<file path="src/hdl/tvp_pkg.sv">
package tvp_pkg;

    // Field and register widths
    localparam int TIME_WIDTH = 20;
    localparam int TRAV_W     = 20;
    localparam int COOL_W     = 16;
    localparam int POS_W      = 8;
    localparam int CFG_IDX_W  = 2;
    localparam int CFG_DATA_W = 20;

    // Shared divider: dividend holds a time value scaled by 255 or a travel value scaled by the position delta
    localparam int DIV_W      = (TIME_WIDTH > TRAV_W) ? TIME_WIDTH + POS_W : TRAV_W + POS_W;
    localparam int DIV_STEPS  = (DIV_W + 1) / 2;
    localparam int DIV_PAD_W  = 2 * DIV_STEPS;
    localparam int DIV_CNT_W  = $clog2(DIV_STEPS);

    localparam logic [TIME_WIDTH-1:0] TIME_MAX   = '1;
    localparam logic [TRAV_W-1:0]     FULL_SCALE = TRAV_W'((1 << POS_W) - 1);

    // Register reset values
    localparam logic [TRAV_W-1:0] OPEN_TRAVEL_RST  = TRAV_W'(10000);
    localparam logic [TRAV_W-1:0] CLOSE_TRAVEL_RST = TRAV_W'(10000);
    localparam logic [COOL_W-1:0] COOLDOWN_RST     = COOL_W'(1000);
    localparam logic [POS_W-1:0]  TOLERANCE_RST    = '0;

    typedef enum logic [1:0] {
        MODE_IDLE     = 2'd0,
        MODE_OPENING  = 2'd1,
        MODE_CLOSING  = 2'd2,
        MODE_COOLDOWN = 2'd3
    } t_mode;

    typedef enum logic [CFG_IDX_W-1:0] {
        REG_OPEN_TRAVEL  = 2'd0,
        REG_CLOSE_TRAVEL = 2'd1,
        REG_COOLDOWN     = 2'd2,
        REG_TOLERANCE    = 2'd3
    } t_cfg_reg;

    typedef enum logic [1:0] {
        DOP_DUR = 2'd0,   // |delta| * travel / 255
        DOP_A   = 2'd1,   // elapsed * 255 / travel
        DOP_B   = 2'd2    // move_time * 255 / travel
    } t_div_op;

    typedef struct packed {
        logic    load_target;
        logic    div_start;
        t_div_op div_op;
        logic    cap_a;
        logic    commit;
    } t_dp_cmd;

    typedef struct packed {
        logic start_move;
        logic need_est;
        logic div_done;
    } t_dp_status;

endpackage

</file>
<file path="src/hdl/tvp_div.sv">
module tvp_div
    import tvp_pkg::*;
(
    input  logic              i_clk,
    input  logic              i_rst_n,
    input  logic              i_start,
    input  logic [DIV_W-1:0]  i_dividend,
    input  logic [TRAV_W-1:0] i_divisor,
    output logic              o_done,
    output logic [DIV_W-1:0]  o_quotient
);

    // Restoring divider, two quotient bits per cycle
    logic                 r_busy;
    logic                 r_done;
    logic [DIV_CNT_W-1:0] r_cnt;
    logic [TRAV_W-1:0]    r_rem;
    logic [TRAV_W-1:0]    r_div;
    logic [DIV_PAD_W-1:0] r_quo;

    logic [TRAV_W:0]      rem1;
    logic [TRAV_W:0]      rem2;
    logic                 ge1;
    logic                 ge2;
    logic [TRAV_W-1:0]    rem1r;
    logic [TRAV_W-1:0]    n_rem;
    logic [DIV_PAD_W-1:0] quo1;
    logic [DIV_PAD_W-1:0] n_quo;

    always_comb begin
        rem1  = {r_rem, r_quo[DIV_PAD_W-1]};
        ge1   = rem1 >= {1'b0, r_div};
        rem1r = ge1 ? TRAV_W'(rem1 - {1'b0, r_div}) : rem1[TRAV_W-1:0];
        quo1  = {r_quo[DIV_PAD_W-2:0], ge1};
        rem2  = {rem1r, quo1[DIV_PAD_W-1]};
        ge2   = rem2 >= {1'b0, r_div};
        n_rem = ge2 ? TRAV_W'(rem2 - {1'b0, r_div}) : rem2[TRAV_W-1:0];
        n_quo = {quo1[DIV_PAD_W-2:0], ge2};
    end

    always_ff @(posedge i_clk) begin
        if (!i_rst_n) begin
            r_busy <= 1'b0;
            r_done <= 1'b0;
            r_cnt  <= '0;
        end else begin
            r_done <= 1'b0;
            if (i_start) begin
                r_busy <= 1'b1;
                r_cnt  <= DIV_CNT_W'(DIV_STEPS - 1);
            end else if (r_busy) begin
                r_cnt <= r_cnt - 1'b1;
                if (r_cnt == '0) begin
                    r_busy <= 1'b0;
                    r_done <= 1'b1;
                end
            end
        end
    end

    always_ff @(posedge i_clk) begin
        if (i_start) begin
            r_rem <= '0;
            r_div <= i_divisor;
            r_quo <= DIV_PAD_W'(i_dividend);
        end else if (r_busy) begin
            r_rem <= n_rem;
            r_quo <= n_quo;
        end
    end

    assign o_done     = r_done;
    assign o_quotient = r_quo[DIV_W-1:0];

endmodule

</file>
<file path="src/hdl/tvp_datapath.sv">
module tvp_datapath
    import tvp_pkg::*;
(
    input  logic                  i_clk,
    input  logic                  i_rst_n,
    input  logic                  i_cfg_we,
    input  logic [CFG_IDX_W-1:0]  i_cfg_index,
    input  logic [CFG_DATA_W-1:0] i_cfg_data,
    input  logic [POS_W-1:0]      i_target_open,
    input  t_dp_cmd               i_cmd,
    output t_dp_status            o_status,
    output logic                  o_open_drive,
    output logic                  o_close_drive,
    output logic [POS_W-1:0]      o_position_estimate,
    output logic [1:0]            o_mode_now
);

    // Configuration registers
    logic [TRAV_W-1:0] r_open_travel;
    logic [TRAV_W-1:0] r_close_travel;
    logic [COOL_W-1:0] r_cooldown_ms;
    logic [POS_W-1:0]  r_tolerance;

    // Block state
    t_mode                 r_mode;
    logic [POS_W-1:0]      r_position;
    logic [TIME_WIDTH-1:0] r_move_time;
    logic [TIME_WIDTH-1:0] r_elapsed;
    logic [COOL_W-1:0]     r_cool_left;

    // Working registers
    logic [POS_W-1:0] r_target;
    logic [POS_W-1:0] r_qa;

    // Result registers
    t_mode            r_o_mode;
    logic [POS_W-1:0] r_o_position;

    t_mode                 n_mode;
    logic [POS_W-1:0]      n_position;
    logic [TIME_WIDTH-1:0] n_move_time;
    logic [TIME_WIDTH-1:0] n_elapsed;
    logic [COOL_W-1:0]     n_cool_left;

    logic [POS_W:0]              delta;
    logic                        delta_neg;
    logic [POS_W-1:0]            mag;
    logic                        dir_open;
    logic                        opening;
    logic                        moving;
    logic                        stop_move;
    logic                        reached;
    logic [TIME_WIDTH-1:0]       e_inc;
    logic [TRAV_W-1:0]           travel_dir;
    logic [TRAV_W-1:0]           travel_mov;
    logic [TRAV_W-1:0]           travel_nz;
    logic [TRAV_W+POS_W-1:0]     prod_dur;
    logic [TIME_WIDTH+POS_W-1:0] e_scaled;
    logic [TIME_WIDTH+POS_W-1:0] m_scaled;
    logic [DIV_W-1:0]            dividend;
    logic [TRAV_W-1:0]           divisor;
    logic [DIV_W-1:0]            quotient;
    logic                        div_done;
    logic [TIME_WIDTH-1:0]       dur_sat;
    logic [COOL_W-1:0]           cool_dec;
    logic [POS_W-1:0]            qb;

    always_ff @(posedge i_clk) begin
        if (!i_rst_n) begin
            r_open_travel  <= OPEN_TRAVEL_RST;
            r_close_travel <= CLOSE_TRAVEL_RST;
            r_cooldown_ms  <= COOLDOWN_RST;
            r_tolerance    <= TOLERANCE_RST;
        end else if (i_cfg_we) begin
            unique case (t_cfg_reg'(i_cfg_index))
                REG_OPEN_TRAVEL:  r_open_travel  <= i_cfg_data[TRAV_W-1:0];
                REG_CLOSE_TRAVEL: r_close_travel <= i_cfg_data[TRAV_W-1:0];
                REG_COOLDOWN:     r_cooldown_ms  <= i_cfg_data[COOL_W-1:0];
                REG_TOLERANCE:    r_tolerance    <= i_cfg_data[POS_W-1:0];
                default: ;
            endcase
        end
    end

    // Decision terms
    always_comb begin
        delta      = {1'b0, r_target} - {1'b0, r_position};
        delta_neg  = delta[POS_W];
        mag        = delta_neg ? POS_W'(-delta) : delta[POS_W-1:0];
        dir_open   = !delta_neg && (mag != '0);
        opening    = (r_mode == MODE_OPENING);
        moving     = opening || (r_mode == MODE_CLOSING);
        stop_move  = (mag <= r_tolerance) || (opening ? delta_neg : !delta_neg);
        e_inc      = (r_elapsed == TIME_MAX) ? r_elapsed : r_elapsed + 1'b1;
        reached    = e_inc >= r_move_time;
        travel_dir = dir_open ? r_open_travel : r_close_travel;
        travel_mov = opening ? r_open_travel : r_close_travel;
        travel_nz  = (travel_mov == '0) ? TRAV_W'(1) : travel_mov;
    end

    assign o_status.start_move = (r_mode == MODE_IDLE) && (r_cool_left == '0)
                                 && (mag > r_tolerance);
    assign o_status.need_est   = moving && !stop_move && !reached;
    assign o_status.div_done   = div_done;

    // Divider operands; x*255 as (x << 8) - x
    always_comb begin
        prod_dur = {{TRAV_W{1'b0}}, mag} * {{POS_W{1'b0}}, travel_dir};
        e_scaled = {e_inc, {POS_W{1'b0}}} - {{POS_W{1'b0}}, e_inc};
        m_scaled = {r_move_time, {POS_W{1'b0}}} - {{POS_W{1'b0}}, r_move_time};
        case (i_cmd.div_op)
            DOP_DUR: dividend = DIV_W'(prod_dur);
            DOP_A:   dividend = DIV_W'(e_scaled);
            DOP_B:   dividend = DIV_W'(m_scaled);
            default: dividend = '0;
        endcase
        divisor = (i_cmd.div_op == DOP_DUR) ? FULL_SCALE : travel_nz;
    end

    tvp_div u_div (
        .i_clk      (i_clk),
        .i_rst_n    (i_rst_n),
        .i_start    (i_cmd.div_start),
        .i_dividend (dividend),
        .i_divisor  (divisor),
        .o_done     (div_done),
        .o_quotient (quotient)
    );

    assign dur_sat = (quotient > DIV_W'(TIME_MAX)) ? TIME_MAX : quotient[TIME_WIDTH-1:0];
    assign qb      = quotient[POS_W-1:0];
    assign cool_dec = (r_cool_left == '0) ? r_cool_left : r_cool_left - 1'b1;

    // Next state for the tick being finished
    always_comb begin
        n_mode      = r_mode;
        n_position  = r_position;
        n_move_time = r_move_time;
        n_elapsed   = r_elapsed;
        n_cool_left = r_cool_left;
        unique case (r_mode)
            MODE_IDLE: begin
                if (o_status.start_move) begin
                    n_move_time = dur_sat;
                    n_elapsed   = '0;
                    n_mode      = dir_open ? MODE_OPENING : MODE_CLOSING;
                end
            end
            MODE_OPENING, MODE_CLOSING: begin
                if (stop_move) begin
                    n_cool_left = r_cooldown_ms;
                    n_mode      = MODE_COOLDOWN;
                end else begin
                    n_elapsed = e_inc;
                    if (reached) begin
                        n_position  = r_target;
                        n_cool_left = r_cooldown_ms;
                        n_mode      = MODE_COOLDOWN;
                    end else if (opening) begin
                        n_position = r_qa + r_target - qb;
                    end else begin
                        n_position = r_target + qb - r_qa;
                    end
                end
            end
            MODE_COOLDOWN: begin
                n_cool_left = cool_dec;
                if (cool_dec == '0) begin
                    n_mode = MODE_IDLE;
                end
            end
            default: ;
        endcase
    end

    always_ff @(posedge i_clk) begin
        if (!i_rst_n) begin
            r_mode      <= MODE_IDLE;
            r_position  <= '0;
            r_move_time <= '0;
            r_elapsed   <= '0;
            r_cool_left <= '0;
        end else if (i_cmd.commit) begin
            r_mode      <= n_mode;
            r_position  <= n_position;
            r_move_time <= n_move_time;
            r_elapsed   <= n_elapsed;
            r_cool_left <= n_cool_left;
        end
    end

    always_ff @(posedge i_clk) begin
        if (i_cmd.load_target) begin
            r_target <= i_target_open;
        end
        if (i_cmd.cap_a) begin
            r_qa <= quotient[POS_W-1:0];
        end
        if (i_cmd.commit) begin
            r_o_mode     <= n_mode;
            r_o_position <= n_position;
        end
    end

    assign o_open_drive        = (r_o_mode == MODE_OPENING);
    assign o_close_drive       = (r_o_mode == MODE_CLOSING);
    assign o_position_estimate = r_o_position;
    assign o_mode_now          = r_o_mode;

endmodule

</file>
<file path="src/hdl/tvp_ctrl.sv">
module tvp_ctrl
    import tvp_pkg::*;
(
    input  logic       i_clk,
    input  logic       i_rst_n,
    input  logic       i_in_valid,
    output logic       o_in_ready,
    output logic       o_out_valid,
    input  logic       i_out_ready,
    input  t_dp_status i_status,
    output t_dp_cmd    o_cmd
);

    typedef enum logic [2:0] {
        S_IDLE,
        S_EVAL,
        S_DIV_DUR,
        S_DIV_A,
        S_DIV_B,
        S_PUSH
    } t_state;

    t_state r_state;
    logic   r_out_valid;
    logic   slot_free;

    assign slot_free  = !r_out_valid || i_out_ready;
    assign o_in_ready = (r_state == S_IDLE);

    always_comb begin
        o_cmd             = '0;
        o_cmd.div_op      = DOP_DUR;
        o_cmd.load_target = (r_state == S_IDLE) && i_in_valid;
        unique case (r_state)
            S_EVAL: begin
                if (i_status.start_move) begin
                    o_cmd.div_start = 1'b1;
                    o_cmd.div_op    = DOP_DUR;
                end else if (i_status.need_est) begin
                    o_cmd.div_start = 1'b1;
                    o_cmd.div_op    = DOP_A;
                end
            end
            S_DIV_A: begin
                o_cmd.cap_a     = i_status.div_done;
                o_cmd.div_start = i_status.div_done;
                o_cmd.div_op    = DOP_B;
            end
            S_PUSH:  o_cmd.commit = slot_free;
            default: ;
        endcase
    end

    always_ff @(posedge i_clk) begin
        if (!i_rst_n) begin
            r_state     <= S_IDLE;
            r_out_valid <= 1'b0;
        end else begin
            if (o_cmd.commit) begin
                r_out_valid <= 1'b1;
            end else if (i_out_ready) begin
                r_out_valid <= 1'b0;
            end
            unique case (r_state)
                S_IDLE: begin
                    if (i_in_valid) begin
                        r_state <= S_EVAL;
                    end
                end
                S_EVAL: begin
                    if (i_status.start_move) begin
                        r_state <= S_DIV_DUR;
                    end else if (i_status.need_est) begin
                        r_state <= S_DIV_A;
                    end else begin
                        r_state <= S_PUSH;
                    end
                end
                S_DIV_DUR: begin
                    if (i_status.div_done) begin
                        r_state <= S_PUSH;
                    end
                end
                S_DIV_A: begin
                    if (i_status.div_done) begin
                        r_state <= S_DIV_B;
                    end
                end
                S_DIV_B: begin
                    if (i_status.div_done) begin
                        r_state <= S_PUSH;
                    end
                end
                S_PUSH: begin
                    if (slot_free) begin
                        r_state <= S_IDLE;
                    end
                end
                default: r_state <= S_IDLE;
            endcase
        end
    end

    assign o_out_valid = r_out_valid;

endmodule

</file>
<file path="src/hdl/timed_valve_positioner.sv">
// Open-loop positioner for a sensorless motorized valve. Each input item is
// one millisecond tick with the commanded opening (0 closed, 255 open); each
// tick gives exactly one result item with the two motor drive lines, the
// estimated position and the mode (idle, opening, closing, cooldown). A tick
// is evaluated once accepted; it then goes straight to a waiting result when
// no estimate is due, through the drive-time division when a drive starts and
// through both position-estimate divisions while the valve moves. The shared
// divider yields two quotient bits per cycle and serves the drive-time and
// both position-estimate divisions one after another. A finished result sits
// in an output register, so the next tick is taken while it waits.
// Configuration writes are accepted in any cycle (ready is tied high) but are
// meant for idle periods; index 0 open travel, 1 close travel, 2 cooldown,
// 3 tolerance.
module timed_valve_positioner
    import tvp_pkg::*;
(
    input  logic                  i_clk,
    input  logic                  i_rst_n,

    // tick input
    input  logic                  i_valid,
    output logic                  o_ready,
    input  logic [POS_W-1:0]      i_target_open,

    // result output
    output logic                  o_valid,
    input  logic                  i_ready,
    output logic                  o_open_drive,
    output logic                  o_close_drive,
    output logic [POS_W-1:0]      o_position_estimate,
    output logic [1:0]            o_mode_now,

    // register writes
    input  logic                  i_cfg_valid,
    output logic                  o_cfg_ready,
    input  logic [CFG_IDX_W-1:0]  i_cfg_index,
    input  logic [CFG_DATA_W-1:0] i_cfg_data
);

    t_dp_cmd    cmd;
    t_dp_status status;

    assign o_cfg_ready = 1'b1;

    tvp_ctrl u_ctrl (
        .i_clk       (i_clk),
        .i_rst_n     (i_rst_n),
        .i_in_valid  (i_valid),
        .o_in_ready  (o_ready),
        .o_out_valid (o_valid),
        .i_out_ready (i_ready),
        .i_status    (status),
        .o_cmd       (cmd)
    );

    tvp_datapath u_dp (
        .i_clk               (i_clk),
        .i_rst_n             (i_rst_n),
        .i_cfg_we            (i_cfg_valid && o_cfg_ready),
        .i_cfg_index         (i_cfg_index),
        .i_cfg_data          (i_cfg_data),
        .i_target_open       (i_target_open),
        .i_cmd               (cmd),
        .o_status            (status),
        .o_open_drive        (o_open_drive),
        .o_close_drive       (o_close_drive),
        .o_position_estimate (o_position_estimate),
        .o_mode_now          (o_mode_now)
    );

    // A new result never lands on one that is still waiting.
    a_no_overwrite: assert property (@(posedge i_clk) disable iff (!i_rst_n)
        cmd.commit |-> !(o_valid && !i_ready))
        else $error("result overwritten before it was taken");

    // Once a tick is taken the block is busy with it.
    a_busy_after_accept: assert property (@(posedge i_clk) disable iff (!i_rst_n)
        (i_valid && o_ready) |=> !o_ready)
        else $error("second tick taken while one is in work");

    // Both motor lines never driven together.
    a_drive_exclusive: assert property (@(posedge i_clk) disable iff (!i_rst_n)
        o_valid |-> !(o_open_drive && o_close_drive))
        else $error("open and close drive both active");

    // Drive lines follow the reported mode.
    a_drive_mode: assert property (@(posedge i_clk) disable iff (!i_rst_n)
        o_valid |-> (o_open_drive == (o_mode_now == MODE_OPENING))
                    && (o_close_drive == (o_mode_now == MODE_CLOSING)))
        else $error("drive lines disagree with mode");

endmodule

</file>
<file path="config.mk">
export PLATFORM = sky130hd
export DESIGN_NAME = timed_valve_positioner
export DESIGN_NICKNAME = d
export VERILOG_FILES = /design/src/hdl/tvp_pkg.sv /design/src/hdl/tvp_div.sv /design/src/hdl/tvp_datapath.sv /design/src/hdl/tvp_ctrl.sv /design/src/hdl/timed_valve_positioner.sv
export SDC_FILE = /design/constraint.sdc
export NUM_CORES = 1
export LEC_CHECK = 0
export BUFFER_PORTS_ARGS = -buffer_cell sky130_fd_sc_hd__buf_2
export CORE_UTILIZATION = 45
export CTS_BUF_LIST = sky130_fd_sc_hd__clkbuf_4 sky130_fd_sc_hd__clkbuf_8
export DETAILED_ROUTE_END_ITERATION = 10
export HOLD_SLACK_MARGIN = 0.05
export PLACE_DENSITY_LB_ADDON = 0.2
export SYNTH_ARGS = -nofsm -noshare
export SYNTH_HDL_FRONTEND = slang
export SYNTH_SLANG_ARGS = --single-unit
</file>
<file path="constraint.sdc">
create_clock -name i_clk -period 7.8 [get_ports i_clk]
set_input_delay 0.39 -clock i_clk [delete_from_list [all_inputs] [get_ports i_clk]]
set_output_delay 0.39 -clock i_clk [all_outputs]
set_load 0.05 [all_outputs]
</file>
-- Word-level counts from Yosys, hierarchy flattened
Cells that the tools add are included.
- output and inout bits: 15
- word-level logic and storage cells: 156
- memories: 0
- memory bits (read-only): 0
- flip-flop bits (word level): 234
- bits of input ports: 35
- memory bits (writable): 0
- latch bits: 0
- multiply operators: 1
- eq/ne operators: 23
- mux-type cells: 49
- reduce and logical (&&, ||, !) cells: 39
- $lt $le $gt $ge: 6
- $add $sub $neg: 13
- div/mod/pow operators: 0
- shift operators: 0
- bitwise operators: 2
- operator list (operator ; count):
    two-way mux 20 bit ; 8
    one-hot mux 28 bit (3 select lines) ; 1
    two-way mux 28 bit ; 2
    subtractor 28 x 20 -> 28 bit ; 2
    two-way mux 16 bit ; 3
    two-way mux 8 bit ; 6
    greater-or-equal comparator 21 x 20 -> 1 bit ; 2
    one-hot mux 20 bit (2 select lines) ; 1
    subtractor 20 bit ; 2
    zero test 16 bit ; 2
    one-hot mux 16 bit (2 select lines) ; 1
    > comparator 28 x 20 -> 1 bit (second input constant) ; 1
    multiplier 8 x 20 -> 28 bit ; 1
    two-way mux 3 bit ; 8
    adder 20 x 1 -> 20 bit (second input constant) ; 1
    equality test 20 bit (second input constant) ; 1
    greater-or-equal comparator 20 bit ; 1
    zero test 20 bit ; 1
    adder 8 bit ; 2
    subtractor 16 x 1 -> 16 bit (second input constant) ; 1
    subtractor 8 bit ; 2
    one-hot mux 3 bit (5 select lines) ; 1
    equality test 2 bit (second input constant) ; 6
    two-way mux 2 bit ; 5
    30 further kinds ; 72

-- Logic depth before layout (Yosys ltp)
- word-level depth: 14
- depth in mapped cells: 33
- gate-level depth less buffers: 31

-- By module
Synthesis repeated with hierarchy kept, for this count alone.
- cell total of the unflattened synthesis: 2709
- area total of the unflattened synthesis: 22849.4 sq um
- modules (own cells, without submodules) (module ; cells each ; area each (sq um) ; instances ; seq. area each (sq um)):
    tvp_datapath ; 2120 ; 17152.7 ; 1 ; 3383.2
    tvp_div ; 548 ; 5366.4 ; 1 ; 1961.9
    tvp_ctrl ; 39 ; 319.1 ; 1 ; 80.1
    timed_valve_positioner ; 2 ; 11.3 ; 1 ; 0.0

-- Least setup slack after synthesis
Ideal clock, no wire load.
- path type: register -> register
- start point: register u_dp.r_target[0]
- end point: register u_dp.u_div.r_quo[22] (netlist: u_dp.u_div.o_quotient[22]) (data pin)
- cell stages (with the launch flop): 31
- arrival time: 8150 ps
- slack: -606 ps
- clock period less this slack: 8406 ps
- required time: 7544 ps
- cell sequence: edfxtp_1 inv_1 ha_1 inv_1 fa_1 a21oi_1 o21bai_1 or4_1 a21oi_1 xor2_1 nand4_1 o31ai_2 buf_4 mux2i_1 nor2_1 fa_1 fa_1 fa_1 inv_1 fa_1 inv_1 ha_1 a21o_1 a2111o_1 a41oi_1 o221ai_1 a21oi_1 o21ai_0 xor2_1 a221o_1 o22a_1
- longest elaborated chain between the ends: 14
- elaborated cells on any way between the ends: 24
- those cells by class: add/sub (2); mul (1); order compare (2); eq/ne (2); mux (8); reduce/logical (9)
- RTL lines (what ; line ; RTL):
    from (decl) ; tvp_datapath.sv:32 ; logic [POS_W-1:0] r_target;
    from (signal assigned) ; tvp_datapath.sv:194 ; r_target <= i_target_open;
    subtractor 8 x 8 -> 9 bit (*) ; tvp_datapath.sv:87 ; delta = {1'b0, r_target} - {1'b0, r_position};
    branches (longest 12 deep; another with multiplier 8 x 20 -> 28 bit) ; - ;
    two-way mux 28 bit (*) ; tvp_div.sv:62 ; if (i_start) begin
    to (signal assigned) ; tvp_div.sv:65 ; r_quo <= DIV_PAD_W'(i_dividend);
    to (signal assigned) ; tvp_div.sv:68 ; r_quo <= n_quo;
    to (decl) ; tvp_div.sv:19 ; logic [DIV_PAD_W-1:0] r_quo;
Mark *: on every way between the ends.
A chain may end at the register's enable or synchronous reset.

-- Final worst setup path
- start point: register u_dp.r_target[0]
- end point: register u_dp.u_div.r_quo[26] (netlist: u_dp.u_div.o_quotient[26]) (data pin)
The elaborated chain is that of the path after synthesis.

==> impl_results.md <==
* Adder-Cell Fraction of Synth Area at 0.2078
* CTS sink cnt at 234
* Crit Reg-Reg Startpoint: u_dp.r_target[0]$_DFFE_PP_
* Status: completed
* Routability Congestion at approximately 0.95
* Synthesized instance count at 2776
* Min Tclk post-route at 7.760 ns
* Top Family by Delay on Critical Path: adder cells
* Async set-reset flop share out of synthesis at 0
* Final #Nets at 3250
* Final hold vios at 0
* Synth top area cells: dfxtp_1 14%, fa_1 11%, edfxtp_1 9.9%
* Compound-Gate Fraction of Synth Area at 0.1806
* R2R depth at 32
* Post-DRT Antenna Nets at 0
* Largest family of logic cells by synthesized area: adder cells
* Layout Skew at approximately 0.033 ns
* H-tree depth at 2
* Slew @ Worst Pin at between 1 and 1.5 ns
* Hold Slack at just over 0.08 ns
* Seq/Total Area, Yosys at 0.2410
* Met2 usage at 0.4531
* CTS tree: built
* Max-slew violation count at 0
* Fillers at 4570
* Top_reg_cell synth: dfxtp_1
* Syn avg cell area at just over 8 sq um
* Root buffer cell: clkbuf_8
* Hold depth at 3
* CP max stage delay at around 0.53 ns
* CP Data Required Time at ~8.1 ns
* Total gr overflow at 0
* Count of cell types in the netlist at 80
* # rows at between 80 and 90
* Reg area at approximately 5400 sq um
* Core Region at 49150 sq um
* RSZ-0062 raised after global routing: true
* Post-synth EDFFs at 74
* GRT busiest layer: met2
* Most frequent cells in the layout: 302 x inv_1, 293 x nand2_1, 278 x nor2_1
* Placed Cells at 3485
* Worst Setup SP: u_dp.r_target[0]$_DFFE_PP_
* Hold Path Origin: i_cfg_data[8]
* Most Frequent Cell on Critical Path: fa_1
* Setup crit end kind: flip-flop
* Clk slew on worst S/H paths at 0.06 ns
* I/O pin cnt at 50
* Crit path arrival time at between 8 and 9 ns
* Mapped Area at about 23000 sq um
* Via density at between 5 and 6
* Vias in the first global route at between 20000 and 25000
* Starting DRT DRC Count at roughly 1500
* Mux share of post-synthesis cell area at 0.04807
* Clock Path Buffers at 3
* CP Max Fanout at 8
* Drt total wl at slightly below 70 mm
* Cell taking the most area after synthesis: dfxtp_1
* Worst Path Buf+Inv at 7
* Crit start category: flip-flop
* Die width at ~230 um
* Final non-filler cell total at around 3600
* Fmax at ~130 MHz
* Area of the multi-input gates at ~16000 sq um
* Tcrit/Tclk final at 0.9948
* Post-Synth XOR/XNOR Area at 0.05018
* Met1 GRT Util at 0.3468
* Initial DRT Pass Iterations at 7
* #FFs+latches synth at 234
* IO buf count at 48
* Warning count from the yosys run at 0
* Tot GR Track Use at 0.2736
* Dpl ws at -0.2651 ns
* Worst Hold Class: input pin to flip-flop
* First-pass GRT wire length at about 110 mm
* Wirelength per Cell at 19.00 um
* Synth Area in Simple Gates at 0.2016
* Leading cell type in the layout, fill and taps excluded: inv_1
* CP max stage cell: fa_1
* CTS Buf Count at 44
* Remaining DRCs at 0
* Dpl hpwl at 52.57 mm
* Total of max-cap violations at 0
* Layout cell share with drive strength beyond 1 at 0.1525
* Syn-to-layout area delta at 16.38%
* Vert. Die Dim at roughly 230 um
* Yosys top cell area share at 0.1423
* Initial Util at 0.4580
* Routed via count at between 20000 and 25000
* Die ar. at 50930 sq um
* Final worst slack at slightly above 0.04 ns
* Slew headroom at 0.2302
* Initial antenna violation count at 1
* Final setup viols at 0
* Largest net degree at the start of global routing at 77
* GRT met3 Usage at 0.03877
* Post-Synthesis Net Count at just over 3000
* CP Depth at 32
* CP Class: flip-flop to flip-flop
* Worst-Skew Late Latency at slightly above 0.6 ns
[registers in the layout (all words and copies together), names as in the netlist]
register                  count
u_ctrl.o_out_valid            1
u_ctrl.r_state                3
u_dp.o_mode_now               2
u_dp.o_position_estimate      8
u_dp.r_close_travel          20
u_dp.r_cool_left             16
u_dp.r_cooldown_ms           16
u_dp.r_elapsed               20
u_dp.r_mode                   2
u_dp.r_move_time             20
u_dp.r_open_travel           20
u_dp.r_position               8
u_dp.r_qa                     8
u_dp.r_target                 8
u_dp.r_tolerance              8
u_dp.u_div.o_done             1
u_dp.u_div.o_quotient        28
u_dp.u_div.r_busy             1
u_dp.u_div.r_cnt              4
u_dp.u_div.r_div             20
u_dp.u_div.r_rem             20
[Yosys cell counts (all sizes together) (20+ instances only)]
cell / n
nor3: 48
xnor2: 93
clkbuf: 97
a21boi: 65
ha: 174
o21a: 23
and2: 24
nor2b: 31
nand4: 30
fa: 125
or3: 24
o21ai: 141
a211oi: 27
mux2i: 80
nand3: 78
inv: 307
a21o: 32
nand2b: 20
a21oi: 155
edfxtp: 74
nand2: 296
nor2: 288
or2: 34
a31oi: 31
nor4: 30
mux2: 25
dfxtp: 160
xor2: 36
[routing by layer]
metal  vias up  wire, um
li1       9901         -
met1     10080     29310
met2       740     31900
met3       178      4136
met4         0      3378
met5         -         0
[area by class of cell]
type | count | area share
Antenna cell | 2 | 0.0001910
Sequential cell | 234 | 0.2071
Clock inverter | 21 | 0.01184
Clock buffer | 60 | 0.02937
Timing Repair Buffer | 202 | 0.05831
Inverter | 309 | 0.04427
Tap cell | 664 | 0.03171
Multi-Input combinational cell | 2125 | 0.6173
[worst paths after layout]
check | end | slack [ns]
hold / removal | u_dp.r_open_travel[8]$_SDFFE_PN1P_ | 0.08
setup reg to reg | u_dp.u_div.o_quotient[26]$_DFFE_PP_ | 0.04
setup / recovery | u_dp.u_div.o_quotient[26]$_DFFE_PP_ | 0.04
hold reg to reg | u_dp.r_cooldown_ms[12]$_SDFFE_PN0P_ | 0.47
[logic make-up (layout without fill, tap and decap cells)]
family | count (synthesis) | count (layout)
flops | 234 | 234
simple gates | 965 | 965
compound gates | 626 | 626
mux | 105 | 105
other cells | 1 | 3
fa+ha+maj | 299 | 299
xor+xnor | 129 | 129
buf+inv | 417 | 592
[metrics by stage]
stage / TNS (ns) / cell area, sq um / utilization
3_5_place_dp: -1.651 / 24190 / 0.4922
5_1_grt: -2.068 / 26200 / 0.5330
4_1_cts: -0.05866 / 25890 / 0.5268
2_1_floorplan: -0.02324 / 22730 / -
3_3_place_gp: -0.2876 / 24190 / 0.4922
6_report: 0 / 26200 / 0.5331
[worst register-to-register path, delay by kind of cell (launching register included)]
kind            cells  cell delay (ns)
xor+xnor            2             0.36
flops               1             0.39
simple gates        3             0.66
fa+ha+maj           7             2.67
buf+inv             7             0.72
compound gates     12             2.39
mux                 1             0.30
[timing repair]
action | CTS | global route
buffers inserted | 23 | 15
endpoints found under the setup margin | 11 | 15
pin swaps | 83 | 48
endpoints found under the hold margin | 16 | 0
resized for setup | 68 | 49
cloned | 1 | 0
hold buffers | 13 | 0
Power is not shown: default switching activity piles up to over one toggle a cycle in this logic, so the estimate is an artifact.
